[src/sv/double_ended_queue_unit_macros.svh]
// Assertion macros used by the deque unit RTL.
`ifndef DOUBLE_ENDED_QUEUE_UNIT_MACROS_SVH
`define DOUBLE_ENDED_QUEUE_UNIT_MACROS_SVH

// Plain property, checked on every rising edge outside reset.
`define DEQ_ASSERT(name, clk, rst_n, prop, msg) \
  name: assert property (@(posedge clk) disable iff (!rst_n) prop) \
    else $error(msg);

// Same-cycle implication, checked on every rising edge outside reset.
`define DEQ_ASSERT_IMP(name, clk, rst_n, ante, cons, msg) \
  name: assert property (@(posedge clk) disable iff (!rst_n) (ante) |-> (cons)) \
    else $error(msg);

`endif

[src/sv/deq_pkg.sv]
// Types, codes and default sizes shared by the deque unit.
`timescale 1ns / 1ps
package deq_pkg;

  localparam int unsigned DepthDef     = 16;
  localparam int unsigned DataWidthDef = 32;
  localparam int unsigned ValueW       = 32;
  localparam int unsigned CountW       = 5;

  localparam logic [2:0] MODE_PUSH_FRONT = 3'd0;
  localparam logic [2:0] MODE_PUSH_BACK  = 3'd1;
  localparam logic [2:0] MODE_POP_FRONT  = 3'd2;
  localparam logic [2:0] MODE_POP_BACK   = 3'd3;
  localparam logic [2:0] MODE_REPORT     = 3'd4;

  typedef enum logic [1:0] {
    STATUS_OK    = 2'd0,
    STATUS_FULL  = 2'd1,
    STATUS_EMPTY = 2'd2
  } status_e;

  typedef struct packed {
    logic [2:0]        mode;
    logic [ValueW-1:0] push_value;
  } deq_in_t;

  typedef struct packed {
    logic [ValueW-1:0] front_value;
    logic [ValueW-1:0] back_value;
    logic [CountW-1:0] entry_count;
    logic              is_empty;
    status_e           status;
  } deq_out_t;

endpackage

[src/sv/double_ended_queue_unit.sv]
// Top level of the double-ended queue unit.
//
// Usage: each input transaction carries a mode (push front, push back, pop
// front, pop back or report only) and a value used by pushes. Every input
// transaction yields exactly one output transaction with the front and back
// values, the entry count, an empty flag and a status code.
// Both channels use valid and stall; a transaction moves on a rising edge
// with valid high and stall low. Results leave from an output register.
// Pushes, reports, failed operations and a pop that empties the deque
// give their result in the cycle after acceptance, with the input open
// for the next one. A pop that leaves entries behind first reads the new
// end value from the registered read port of the entry memory and stalls
// the input meanwhile. The ends are otherwise served from registers.
// When the receiver stalls, the result is held and the input stalls until
// the output register is free again.
// Reset empties the deque at once; the entry memory is not cleared and
// needs no clearing pass.
`timescale 1ns / 1ps
module double_ended_queue_unit import deq_pkg::*; #(
  parameter int unsigned DEPTH      = DepthDef,
  parameter int unsigned DATA_WIDTH = DataWidthDef
) (
  input  logic     clk_i,
  input  logic     rst_ni,
  input  logic     in_valid_i,
  output logic     in_stall_o,
  input  deq_in_t  in_data_i,
  output logic     out_valid_o,
  input  logic     out_stall_i,
  output deq_out_t out_data_o
);

  localparam int unsigned IdxW = $clog2(DEPTH);

  logic                  mem_we;
  logic [IdxW-1:0]       mem_waddr;
  logic [DATA_WIDTH-1:0] mem_wdata;
  logic                  mem_re;
  logic [IdxW-1:0]       mem_raddr;
  logic [DATA_WIDTH-1:0] mem_rdata;

  deq_ctrl #(
    .Depth    (DEPTH),
    .DataWidth(DATA_WIDTH)
  ) u_ctrl (
    .clk_i      (clk_i),
    .rst_ni     (rst_ni),
    .in_valid_i (in_valid_i),
    .in_stall_o (in_stall_o),
    .in_data_i  (in_data_i),
    .out_valid_o(out_valid_o),
    .out_stall_i(out_stall_i),
    .out_data_o (out_data_o),
    .mem_we_o   (mem_we),
    .mem_waddr_o(mem_waddr),
    .mem_wdata_o(mem_wdata),
    .mem_re_o   (mem_re),
    .mem_raddr_o(mem_raddr),
    .mem_rdata_i(mem_rdata)
  );

  deq_ram #(
    .Depth    (DEPTH),
    .DataWidth(DATA_WIDTH)
  ) u_ram (
    .clk_i  (clk_i),
    .we_i   (mem_we),
    .waddr_i(mem_waddr),
    .wdata_i(mem_wdata),
    .re_i   (mem_re),
    .raddr_i(mem_raddr),
    .rdata_o(mem_rdata)
  );

endmodule

[src/sv/deq_ram.sv]
// Entry store of the deque: one write port and one registered read port.
`timescale 1ns / 1ps
module deq_ram import deq_pkg::*; #(
  parameter int unsigned Depth     = DepthDef,
  parameter int unsigned DataWidth = DataWidthDef
) (
  input  logic                     clk_i,
  input  logic                     we_i,
  input  logic [$clog2(Depth)-1:0] waddr_i,
  input  logic [DataWidth-1:0]     wdata_i,
  input  logic                     re_i,
  input  logic [$clog2(Depth)-1:0] raddr_i,
  output logic [DataWidth-1:0]     rdata_o
);

  logic [DataWidth-1:0] mem_q [Depth];
  logic [DataWidth-1:0] rdata_q;

  always_ff @(posedge clk_i) begin
    if (we_i) begin
      mem_q[waddr_i] <= wdata_i;
    end
  end

  always_ff @(posedge clk_i) begin
    if (re_i) begin
      rdata_q <= mem_q[raddr_i];
    end
  end

  assign rdata_o = rdata_q;

endmodule

[src/sv/deq_ctrl.sv]
// Deque control: ring indices, end-value cache, memory sequencing and result register.
`timescale 1ns / 1ps
`include "double_ended_queue_unit_macros.svh"
module deq_ctrl import deq_pkg::*; #(
  parameter int unsigned Depth     = DepthDef,
  parameter int unsigned DataWidth = DataWidthDef
) (
  input  logic                     clk_i,
  input  logic                     rst_ni,
  input  logic                     in_valid_i,
  output logic                     in_stall_o,
  input  deq_in_t                  in_data_i,
  output logic                     out_valid_o,
  input  logic                     out_stall_i,
  output deq_out_t                 out_data_o,
  output logic                     mem_we_o,
  output logic [$clog2(Depth)-1:0] mem_waddr_o,
  output logic [DataWidth-1:0]     mem_wdata_o,
  output logic                     mem_re_o,
  output logic [$clog2(Depth)-1:0] mem_raddr_o,
  input  logic [DataWidth-1:0]     mem_rdata_i
);

  localparam int unsigned IdxW = $clog2(Depth);
  localparam int unsigned CntW = $clog2(Depth + 1);
  localparam logic [IdxW-1:0] LastIdx = IdxW'(Depth - 1);
  localparam logic [CntW-1:0] FullCnt = CntW'(Depth);
  localparam logic [CntW-1:0] OneCnt  = CntW'(1);

  localparam logic ST_IDLE = 1'b0;
  localparam logic ST_READ = 1'b1;

  function automatic logic [IdxW-1:0] idx_inc(input logic [IdxW-1:0] idx);
    return (idx == LastIdx) ? '0 : idx + 1'b1;
  endfunction

  function automatic logic [IdxW-1:0] idx_dec(input logic [IdxW-1:0] idx);
    return (idx == '0) ? LastIdx : idx - 1'b1;
  endfunction

  logic                 state_q, state_d;
  logic [IdxW-1:0]      front_idx_q, front_idx_d;
  logic [IdxW-1:0]      back_idx_q, back_idx_d;
  logic [CntW-1:0]      count_q, count_d;
  logic [DataWidth-1:0] front_q, front_d;
  logic [DataWidth-1:0] back_q, back_d;
  logic                 pop_front_q, pop_front_d;
  logic                 out_valid_q, out_valid_d;
  deq_out_t             out_q, out_d;

  logic                 out_free;
  logic                 accept;
  logic                 load;
  logic [DataWidth-1:0] push_val;
  status_e              status;

  assign out_free   = !out_valid_q || !out_stall_i;
  assign in_stall_o = (state_q != ST_IDLE) || !out_free;
  assign accept     = in_valid_i && !in_stall_o;
  assign push_val   = DataWidth'(in_data_i.push_value);

  // The back index is kept as front plus count minus one, so it sits just
  // before the front index while the deque is empty.
  always_comb begin
    state_d     = state_q;
    front_idx_d = front_idx_q;
    back_idx_d  = back_idx_q;
    count_d     = count_q;
    front_d     = front_q;
    back_d      = back_q;
    pop_front_d = pop_front_q;
    mem_we_o    = 1'b0;
    mem_waddr_o = front_idx_q;
    mem_wdata_o = push_val;
    mem_re_o    = 1'b0;
    mem_raddr_o = front_idx_q;
    status      = STATUS_OK;
    load        = 1'b0;
    unique case (state_q)
      ST_IDLE: begin
        if (accept) begin
          load = 1'b1;
          case (in_data_i.mode)
            MODE_PUSH_FRONT: begin
              if (count_q == FullCnt) begin
                status = STATUS_FULL;
              end else begin
                front_idx_d = idx_dec(front_idx_q);
                mem_we_o    = 1'b1;
                mem_waddr_o = front_idx_d;
                front_d     = push_val;
                if (count_q == '0) begin
                  back_d = push_val;
                end
                count_d = count_q + 1'b1;
              end
            end
            MODE_PUSH_BACK: begin
              if (count_q == FullCnt) begin
                status = STATUS_FULL;
              end else begin
                back_idx_d  = idx_inc(back_idx_q);
                mem_we_o    = 1'b1;
                mem_waddr_o = back_idx_d;
                back_d      = push_val;
                if (count_q == '0) begin
                  front_d = push_val;
                end
                count_d = count_q + 1'b1;
              end
            end
            MODE_POP_FRONT: begin
              if (count_q == '0) begin
                status = STATUS_EMPTY;
              end else begin
                front_idx_d = idx_inc(front_idx_q);
                count_d     = count_q - 1'b1;
                // The new front value has to be fetched unless the deque drains.
                if (count_q != OneCnt) begin
                  mem_re_o    = 1'b1;
                  mem_raddr_o = front_idx_d;
                  pop_front_d = 1'b1;
                  state_d     = ST_READ;
                  load        = 1'b0;
                end
              end
            end
            MODE_POP_BACK: begin
              if (count_q == '0) begin
                status = STATUS_EMPTY;
              end else begin
                back_idx_d = idx_dec(back_idx_q);
                count_d    = count_q - 1'b1;
                if (count_q != OneCnt) begin
                  mem_re_o    = 1'b1;
                  mem_raddr_o = back_idx_d;
                  pop_front_d = 1'b0;
                  state_d     = ST_READ;
                  load        = 1'b0;
                end
              end
            end
            default: begin
            end
          endcase
        end
      end
      ST_READ: begin
        load    = 1'b1;
        state_d = ST_IDLE;
        if (pop_front_q) begin
          front_d = mem_rdata_i;
        end else begin
          back_d = mem_rdata_i;
        end
      end
      default: begin
        state_d = ST_IDLE;
      end
    endcase
  end

  always_comb begin
    out_d.front_value = (count_d != '0) ? ValueW'(front_d) : '0;
    out_d.back_value  = (count_d != '0) ? ValueW'(back_d) : '0;
    out_d.entry_count = CountW'(count_d);
    out_d.is_empty    = (count_d == '0);
    out_d.status      = status;
  end

  always_comb begin
    if (load) begin
      out_valid_d = 1'b1;
    end else if (!out_stall_i) begin
      out_valid_d = 1'b0;
    end else begin
      out_valid_d = out_valid_q;
    end
  end

  always_ff @(posedge clk_i or negedge rst_ni) begin
    if (!rst_ni) begin
      state_q     <= ST_IDLE;
      front_idx_q <= '0;
      back_idx_q  <= LastIdx;
      count_q     <= '0;
      pop_front_q <= 1'b0;
      out_valid_q <= 1'b0;
    end else begin
      state_q     <= state_d;
      front_idx_q <= front_idx_d;
      back_idx_q  <= back_idx_d;
      count_q     <= count_d;
      pop_front_q <= pop_front_d;
      out_valid_q <= out_valid_d;
    end
  end

  always_ff @(posedge clk_i) begin
    front_q <= front_d;
    back_q  <= back_d;
    if (load) begin
      out_q <= out_d;
    end
  end

  assign out_valid_o = out_valid_q;
  assign out_data_o  = out_q;

  `DEQ_ASSERT(a_count_bound, clk_i, rst_ni, count_q <= FullCnt, "entry count beyond depth")
  `DEQ_ASSERT(a_read_one_cycle, clk_i, rst_ni, (state_q == ST_READ) |=> (state_q == ST_IDLE), "read state held too long")
  `DEQ_ASSERT_IMP(a_read_quiet, clk_i, rst_ni, state_q == ST_READ, !mem_we_o && in_stall_o && !out_valid_q, "activity during read wait")
  `DEQ_ASSERT(a_read_result, clk_i, rst_ni, (state_q == ST_READ) |=> out_valid_q, "no result after read")

endmodule
[config.mk]
export PLATFORM = sky130hd
export DESIGN_NAME = double_ended_queue_unit
export DESIGN_NICKNAME = d
export VERILOG_FILES = /design/src/sv/deq_pkg.sv /design/src/sv/double_ended_queue_unit.sv /design/src/sv/deq_ram.sv /design/src/sv/deq_ctrl.sv
export VERILOG_INCLUDE_DIRS = /design/src /design/src/sv
export SDC_FILE = /design/constraint.sdc
export NUM_CORES = 1
export LEC_CHECK = 0
export ABC_AREA = 0
export BUFFER_PORTS_ARGS = -buffer_cell sky130_fd_sc_hd__clkbuf_2
export CAP_MARGIN = 5
export CORE_ASPECT_RATIO = 0.7
export CORE_MARGIN = 3
export CORE_UTILIZATION = 45
export CTS_CLUSTER_DIAMETER = 30
export DETAILED_ROUTE_END_ITERATION = 8
export PLACE_DENSITY = 0.65
export SETUP_SLACK_MARGIN = 0.5
export SLEW_MARGIN = 0
export SYNTH_ARGS = -nofsm -noshare
export SYNTH_HDL_FRONTEND = slang
export SYNTH_SLANG_ARGS = --single-unit
[constraint.sdc]
create_clock -name clk_i -period 4.8 [get_ports clk_i]
set_input_delay 0.24 -clock clk_i [delete_from_list [all_inputs] [get_ports clk_i]]
set_output_delay 0.24 -clock clk_i [all_outputs]
set_load 0.05 [all_outputs]
-- After elaboration in Yosys (flattened, before gate mapping)
Memories as Yosys holds them, arrays and structs flattened. A register that Yosys moved wholly into a read port is not among the register bits.
Index checks and enable logic that the tools add are counted.
- logic and storage cells: 124
- output and inout bits: 74
- bits in writable memories: 512
- memories kept: 1
- input port bits: 39
- register bits: 152
- equality and inequality tests: 13
- reductions and logical operators: 22
- muxes and demuxes: 67
- bitwise logic cells: 2
- add/subtract/negate cells: 6
- memory list (memory ; depth ; width ; read ports ; clocked after Yosys merged registers in ; wr ports ; RTL line ; source):
    u_ram.mem_q ; 16 ; 32 ; 1 ; 1 ; 1 ; deq_ram.sv:16 ; logic [DataWidth-1:0] mem_q [Depth];
- operators by type and width (operator ; number):
    $mux 32 ; 10
    $pmux 32 s2 ; 4
    $mux 4 ; 17
    $pmux 4 s2 ; 4
    $mux 1 ; 22
    $mux 5 ; 4
    $logic_not 5->1 ; 2
    $pmux 5 s2 ; 1
    $add 4x1->4 const B ; 2
    $eq 4x4->1 const B ; 2
    $logic_not 4->1 ; 2
    $sub 4x1->4 const B ; 2
    $reduce_and 7->1 ; 1
    $eq 3x2->1 const B ; 2
    $ne 2x1->1 const B ; 3
    $ne 2x2->1 const B ; 3
    $pmux 1 s2 ; 3
    $reduce_bool 2->1 ; 3
    $reduce_or 2->1 ; 3
    $add 5x1->5 const B ; 1
    $eq 5x5->1 const B ; 1
    $ne 5x1->1 const B ; 1
    $reduce_and 5->1 ; 1
    $reduce_bool 5->1 ; 1
    other kinds (10) ; 15

-- Logic depth before layout (Yosys ltp)
- word-level depth: 10
- depth in mapped cells: 13
- mapped depth without buffers: 10

-- By module
Synthesis repeated with hierarchy kept, for this count alone.
- cells, all modules: 1555
- area, all modules: 27749.1 µm²
- modules (own cells, without submodules) (module ; instances ; sequential area each (µm²) ; area each (µm²) ; cells an instance):
    deq_ram ; 1 ; 16335.7 ; 20155.6 ; 838
    deq_ctrl ; 1 ; 3848.7 ; 7593.5 ; 717

-- Least setup slack after synthesis
Ideal clock, no wire load.
- path type: flip-flop to flip-flop
- start point: register u_ctrl.out_valid_q (netlist: u_ctrl.out_valid_o)
- end point: memory u_ram.mem_q[9][0] (netlist bit), enable pin
- data required time: 4.379 ns
- buffers on the path: 0
- arrival: 3.441 ns
- period minus slack after synthesis: 3.862 ns
- cell stages (with the launch flop): 8
- library setup time: 0.421 ns
- slack: 0.938 ns
- cell sequence: dfrtp_1 > nand2_1 > nand3b_1 > nor3_1 > a21oi_1 > o221ai_1 > nand2_1 > nor2_1
- word-level cells in the longest chain between the ends: 10
- elaborated cells between the ends (all ways): 12
- those cells by class: 6 x mux; 6 x reduce/logical
- RTL lines (item ; RTL line ; source):
    start: declaration ; deq_ctrl.sv:48 ; logic out_valid_q, out_valid_d;
    start signal: assignment ; deq_ctrl.sv:195 ; out_valid_q <= out_valid_d;
    $logic_not 1->1 (*) ; deq_ctrl.sv:57 ; assign out_free = !out_valid_q || !out_stall_i;
    $logic_or 1x1->1 (*) ; deq_ctrl.sv:57 ;
    $logic_not 1->1 (*) ; deq_ctrl.sv:58 ; assign in_stall_o = (state_q != ST_IDLE) || !out_free;
    $logic_or 1x1->1 (*) ; deq_ctrl.sv:58 ;
    $logic_not 1->1 (*) ; deq_ctrl.sv:59 ; assign accept = in_valid_i && !in_stall_o;
    $logic_and 1x1->1 (*) ; deq_ctrl.sv:59 ;
    $mux 1 ; deq_ctrl.sv:81 ; if (accept) begin
    $mux 1 ; deq_ctrl.sv:79 ; unique case (state_q)
    $mux 1 ; deq_ram.sv:20 ; if (we_i) begin
    $mux 1 (not written as such) ; deq_ram.sv:21 ; mem_q[waddr_i] <= wdata_i;
    end: declaration ; deq_ram.sv:16 ;
Every way passes the cells marked *; elsewhere a longest branch is shown, timed or not.

-- Worst setup path in the final report
- start point: register u_ctrl.count_q[0]
- end point: memory u_ram.mem_q[14][19] (netlist bit), enable pin
- word-level cells in the longest chain between the ends: 7
- elaborated cells between the ends (all ways): 12
- those cells by class: 1 x eq/ne; 11 x mux
- RTL lines (item ; RTL line ; source):
    start: declaration ; deq_ctrl.sv:44 ; logic [CntW-1:0] count_q, count_d;
    start signal: assignment ; deq_ctrl.sv:193 ; count_q <= count_d;
    $eq 5x5->1 (*) ; deq_ctrl.sv:85, deq_ctrl.sv:99 ;
    $mux 1 ; deq_ctrl.sv:85, deq_ctrl.sv:99 ;
    $mux 1 ; n/a ;
    $mux 1 ; deq_ctrl.sv:81 ;
    $mux 1 ; deq_ctrl.sv:79 ;
    $mux 1 ; deq_ram.sv:20 ;
    $mux 1 (not written as such) ; deq_ram.sv:21 ;
Marked as above.

==> results.py <==
metrics = {
    "status": {
        "status": "finished clean",
    },
    "setup_path": {
        "path_cells": "inv_1 > ha_1 > nor4bb_1 > nor3_1 > a21oi_1 > o221a_2 > nand2_1 > nor2_4 > buf_4",
        "cp_top_family": "simple AND/OR/NAND/NOR gates",
        "end_kind": "flip-flop",
        "path_class": "reg2reg",
        "worst_path_max_delay_cell": "nor4bb_1",
        "rr_worst_depth": 9,
        "path_buf_inv": 2,
        "cp_data_required_time_ns": 5.16,
        "slowest_delay_ns": 0.78,
        "path_max_fanout": 23,
        "crit_arrival_ns": 4.41,
        "cp_num_cells": 9,
        "critPathLaunchType": "flip-flop",
    },
    "clock_tree": {
        "cts_buffers": 110,
        "cts_buffer_depth": 3,
        "clkLatencyLatePin_ns": 0.66,
        "clock_sinks": 696,
        "clkSlewWorstSetupHoldPaths_ns": 0.05,
        "htree_levels": 3,
        "cts_tree": "done",
        "root_buffer": "clkbuf_16",
        "cts_resized": 0,
    },
    "floorplanning": {
        "die_y_um": 217,
        "io_pins": 113,
        "rows": 76,
        "die_area_um2": 66500,
        "initial_core_util_pct": 45.9,
        "coreArea_um2": 62100,
        "die_w_um": 307,
    },
    "synthesis": {
        "synthTopCellsByArea": "edfxtp_1 (65%), o211ai_1 (5.0%), dfxtp_1 (4.5%)",
        "ys.flop_type": "edfxtp_1",
        "synthArstFlopShare_pct": 2.30,
        "synth_top_area_share_pct": 64.8,
        "syn_nets": 2034,
        "syn_inst": 1987,
        "yosys_warnings": 0,
        "syn_area_per_cell_um2": 14.4,
        "synth_edf_count": 616,
        "synth.distinct_cells": 70,
        "synth_top_area_cell": "edfxtp_1",
        "yosysSeqAreaShare_pct": 70.7,
        "netlist_area_um2": 28500,
        "ys_seq_elements": 696,
    },
    "timing": {
        "fin_crit_sh_pct": 84.3,
        "setup_violations": 0,
        "fin_skew_ns": 0.0178,
        "hold_violations": 0,
        "slew_headroom_pct": 24.7,
        "worst_pin_slew_ns": 1.13,
        "slew_violations": 0,
        "max_freq_mhz": 247,
        "min_period_ns": 4.05,
        "rsz0062_at_grt": "false",
        "setup_tns_ns": 0,
    },
    "cells_and_area": {
        "n_antenna_cell": 0,
        "nNetsFinal": 2171,
        "layout-drive-gt1-share_pct": 22.2,
        "area_growth_pct": 20.0,
        "num-fill-cells": 4906,
        "final_cell_count_no_fill": 3039,
    },
    "routing": {
        "firstDrtPassIters": 8,
        "drt_iter0_drc": 1723,
        "via_per_inst": 5.87,
        "dr_wl_met2_um": 32900,
        "num_vias": 17837,
        "highest_layer": "met4",
        "dr_wl_met3_um": 5110,
        "wl_um": 72900,
        "ant_nets": 0,
        "routedWlPerCell_um": 24.0,
        "drc": 0,
        "m1WireLength_um": 33300,
    },
    "power_and_ir_drop": {
        "cellPowerDensity_nw_per_um2": 681,
        "peakVddDrop_uv": 411,
        "total_leakage_power_nw": 12.1,
    },
    "worst_hold_path": {
        "hold_path_depth": 1,
        "holdCritPathClass": "in2reg",
    },
    "global_routing": {
        "grt_overflow": 0,
        "grt_pass1_vias": 17861,
        "grt_max_degree": 102,
        "gr-usage-all-layers_pct": 21.7,
        "antenna_found_initial": 0,
        "grt_pass1_wl_um": 110000,
    },
    "flow_run": {
        "max-cap-violations": 0,
    },
    "placed_design": {
        "gp_congestion": 0.869,
        "port_buffers": 112,
        "dp_hpwl_um": 40400,
        "dp_cells": 2829,
    },
}
==> Yosys cell counts (8+ instances only) <==
cell and count:
a21oi_1 47, clkbuf_1 93, a211oi_1 32, dfxtp_1 64, mux2_2 94, a221oi_1 8
dfrtp_1 12, nor2b_1 35, ha_1 8, inv_1 143, edfxtp_1 616, nand3_1 11
a22o_1 32, buf_4 10, nor2_1 82, nand2_1 91, o21ai_0 108, nor3b_1 31
nand2b_1 10, buf_2 31, o211ai_1 191, nand4_1 32, a311o_1 31, mux2i_1 87
==> kinds of logic (layout without fill, tap and decap cells) <==
group | count (synthesis) | after routing | synth area share (%)
AO/OA/AOI/OAI | 488 | 488 | 12.1
XOR/XNOR | 6 | 6 | 0.184
adder cells (fa/ha/maj) | 8 | 8 | 0.351
buffers and inverters | 284 | 517 | 4.03
flip-flops | 696 | 696 | 70.7
multiplexers | 184 | 184 | 6.88
AND/OR/NAND/NOR | 321 | 321 | 5.73
==> through the flow <==
stage | power [mW] | area [um2] | util [%] | setup WS, ns | hold WS [ns]
finish | 23.3 | 34200 | 55.2 | 0.752 | 0.0524
global route | 24.3 | 34200 | 55.2 | 0.638 | 0.0471
CTS | 23.4 | 34200 | 55.2 | 0.885 | 0.00951
detailed placement | 15.0 | 30300 | 48.7 | 0.927 | 0.213
global placement | 14.8 | 30300 | 48.7 | 1.13 | 0.210
floorplan | 13.0 | 28500 | - | 0.938 | -0.0556
==> cell usage in the layout (no fill, tap or decap), types with 9 or more instances in the layout <==
master	netlist	layout
edfxtp_1	616	616
o211ai_1	191	191
inv_1	143	143
clkbuf_2	0	112
clkbuf_16	0	111
o21ai_0	108	108
mux2_2	94	94
nand2_1	91	91
mux2i_1	87	87
dfxtp_1	64	64
nor2_1	82	62
a21oi_1	47	47
buf_4	10	35
nor2b_1	35	34
a22o_1	32	32
nand4_1	32	32
a211oi_1	32	32
nor3b_1	31	31
a311o_1	31	31
bufinv_16	0	20
nor2_4	1	19
clkinvlp_4	0	18
buf_12	0	14
clkinv_2	0	13
clkinv_4	0	12
inv_6	0	12
nand3_1	11	11
clkbuf_1	93	10
dfrtp_1	12	10
nand2b_1	10	9
==> final timing paths <==
kind / end / slack (ns) / start
min in group asynchronous: u_ctrl.front_idx_q[3] / 0.07 / rst_ni
max in group asynchronous: u_ctrl.back_idx_q[0] / 4.38 / rst_ni
setup reg to reg: u_ram.mem_q[14][19] / 0.75 / u_ctrl.count_q[0]
hold reg to reg: u_ctrl.back_q[13] / 0.44 / u_ctrl.back_q[13]
hold / removal: u_ram.mem_q[4][12] / 0.05 / in_data_i[12]
setup / recovery: u_ram.mem_q[14][19] / 0.75 / u_ctrl.count_q[0]
==> what timing repair did <==
action,4_1_cts,5_1_grt
hold endpoints to repair,17,0
setup endpoints to repair,0,0
setup buffers,0,0
hold buffers,2,0
==> flip-flops by register name, indices dropped and copies added (netlist names) <==
register / flops
u_ctrl.back_q: 32
u_ctrl.back_idx_q: 4
u_ctrl.out_valid_o: 1
u_ctrl.state_q: 1
u_ram.mem_q: 512
u_ram.rdata_o: 32
u_ctrl.out_data_o: 72
u_ctrl.front_idx_q: 4
u_ctrl.pop_front_q: 1
u_ctrl.count_q: 5
u_ctrl.front_q: 32
==> metal layers <==
metal | global-route usage (%) | vias up
met5 | 0 | -
met4 | 6.12 | 0
met3 | 4.26 | 127
met2 | 33.3 | 736
met1 | 31.8 | 9047
li1 | - | 7927
==> power by group <==
part	leakage, nW	switching, mW	internal (mW)
logic	3.85	4.80	2.13
registers	6.33	0.360	7.63
clock network	1.89	2.98	5.41
total	12.1	8.14	15.2
==> area by class of cell <==
| cell class | instances | area, um2 | share of cell area [%] |
|---|---|---|---|
| clock inverters | 85 | 1130 | 3.29 |
| clock buffers | 123 | 2840 | 8.30 |
| well taps | 819 | 1020 | 2.99 |
| repair buffers | 163 | 1120 | 3.28 |
| flip-flops and latches | 696 | 20200 | 58.9 |
| multi-input cells | 1007 | 7390 | 21.6 |
| inverters | 146 | 548 | 1.60 |
==> worst reg2reg max path: stages, from the launching register on <==
cell and delay [ns]:
dfrtp_1 0.47, inv_1 0.14, ha_1 0.23, nor4bb_1 0.78, nor3_1 0.34, a21oi_1 0.27
o221a_2 0.24, nand2_1 0.23, nor2_4 0.73, buf_4 0.31
No activity file was read; power rests on OpenSTA's default activity.
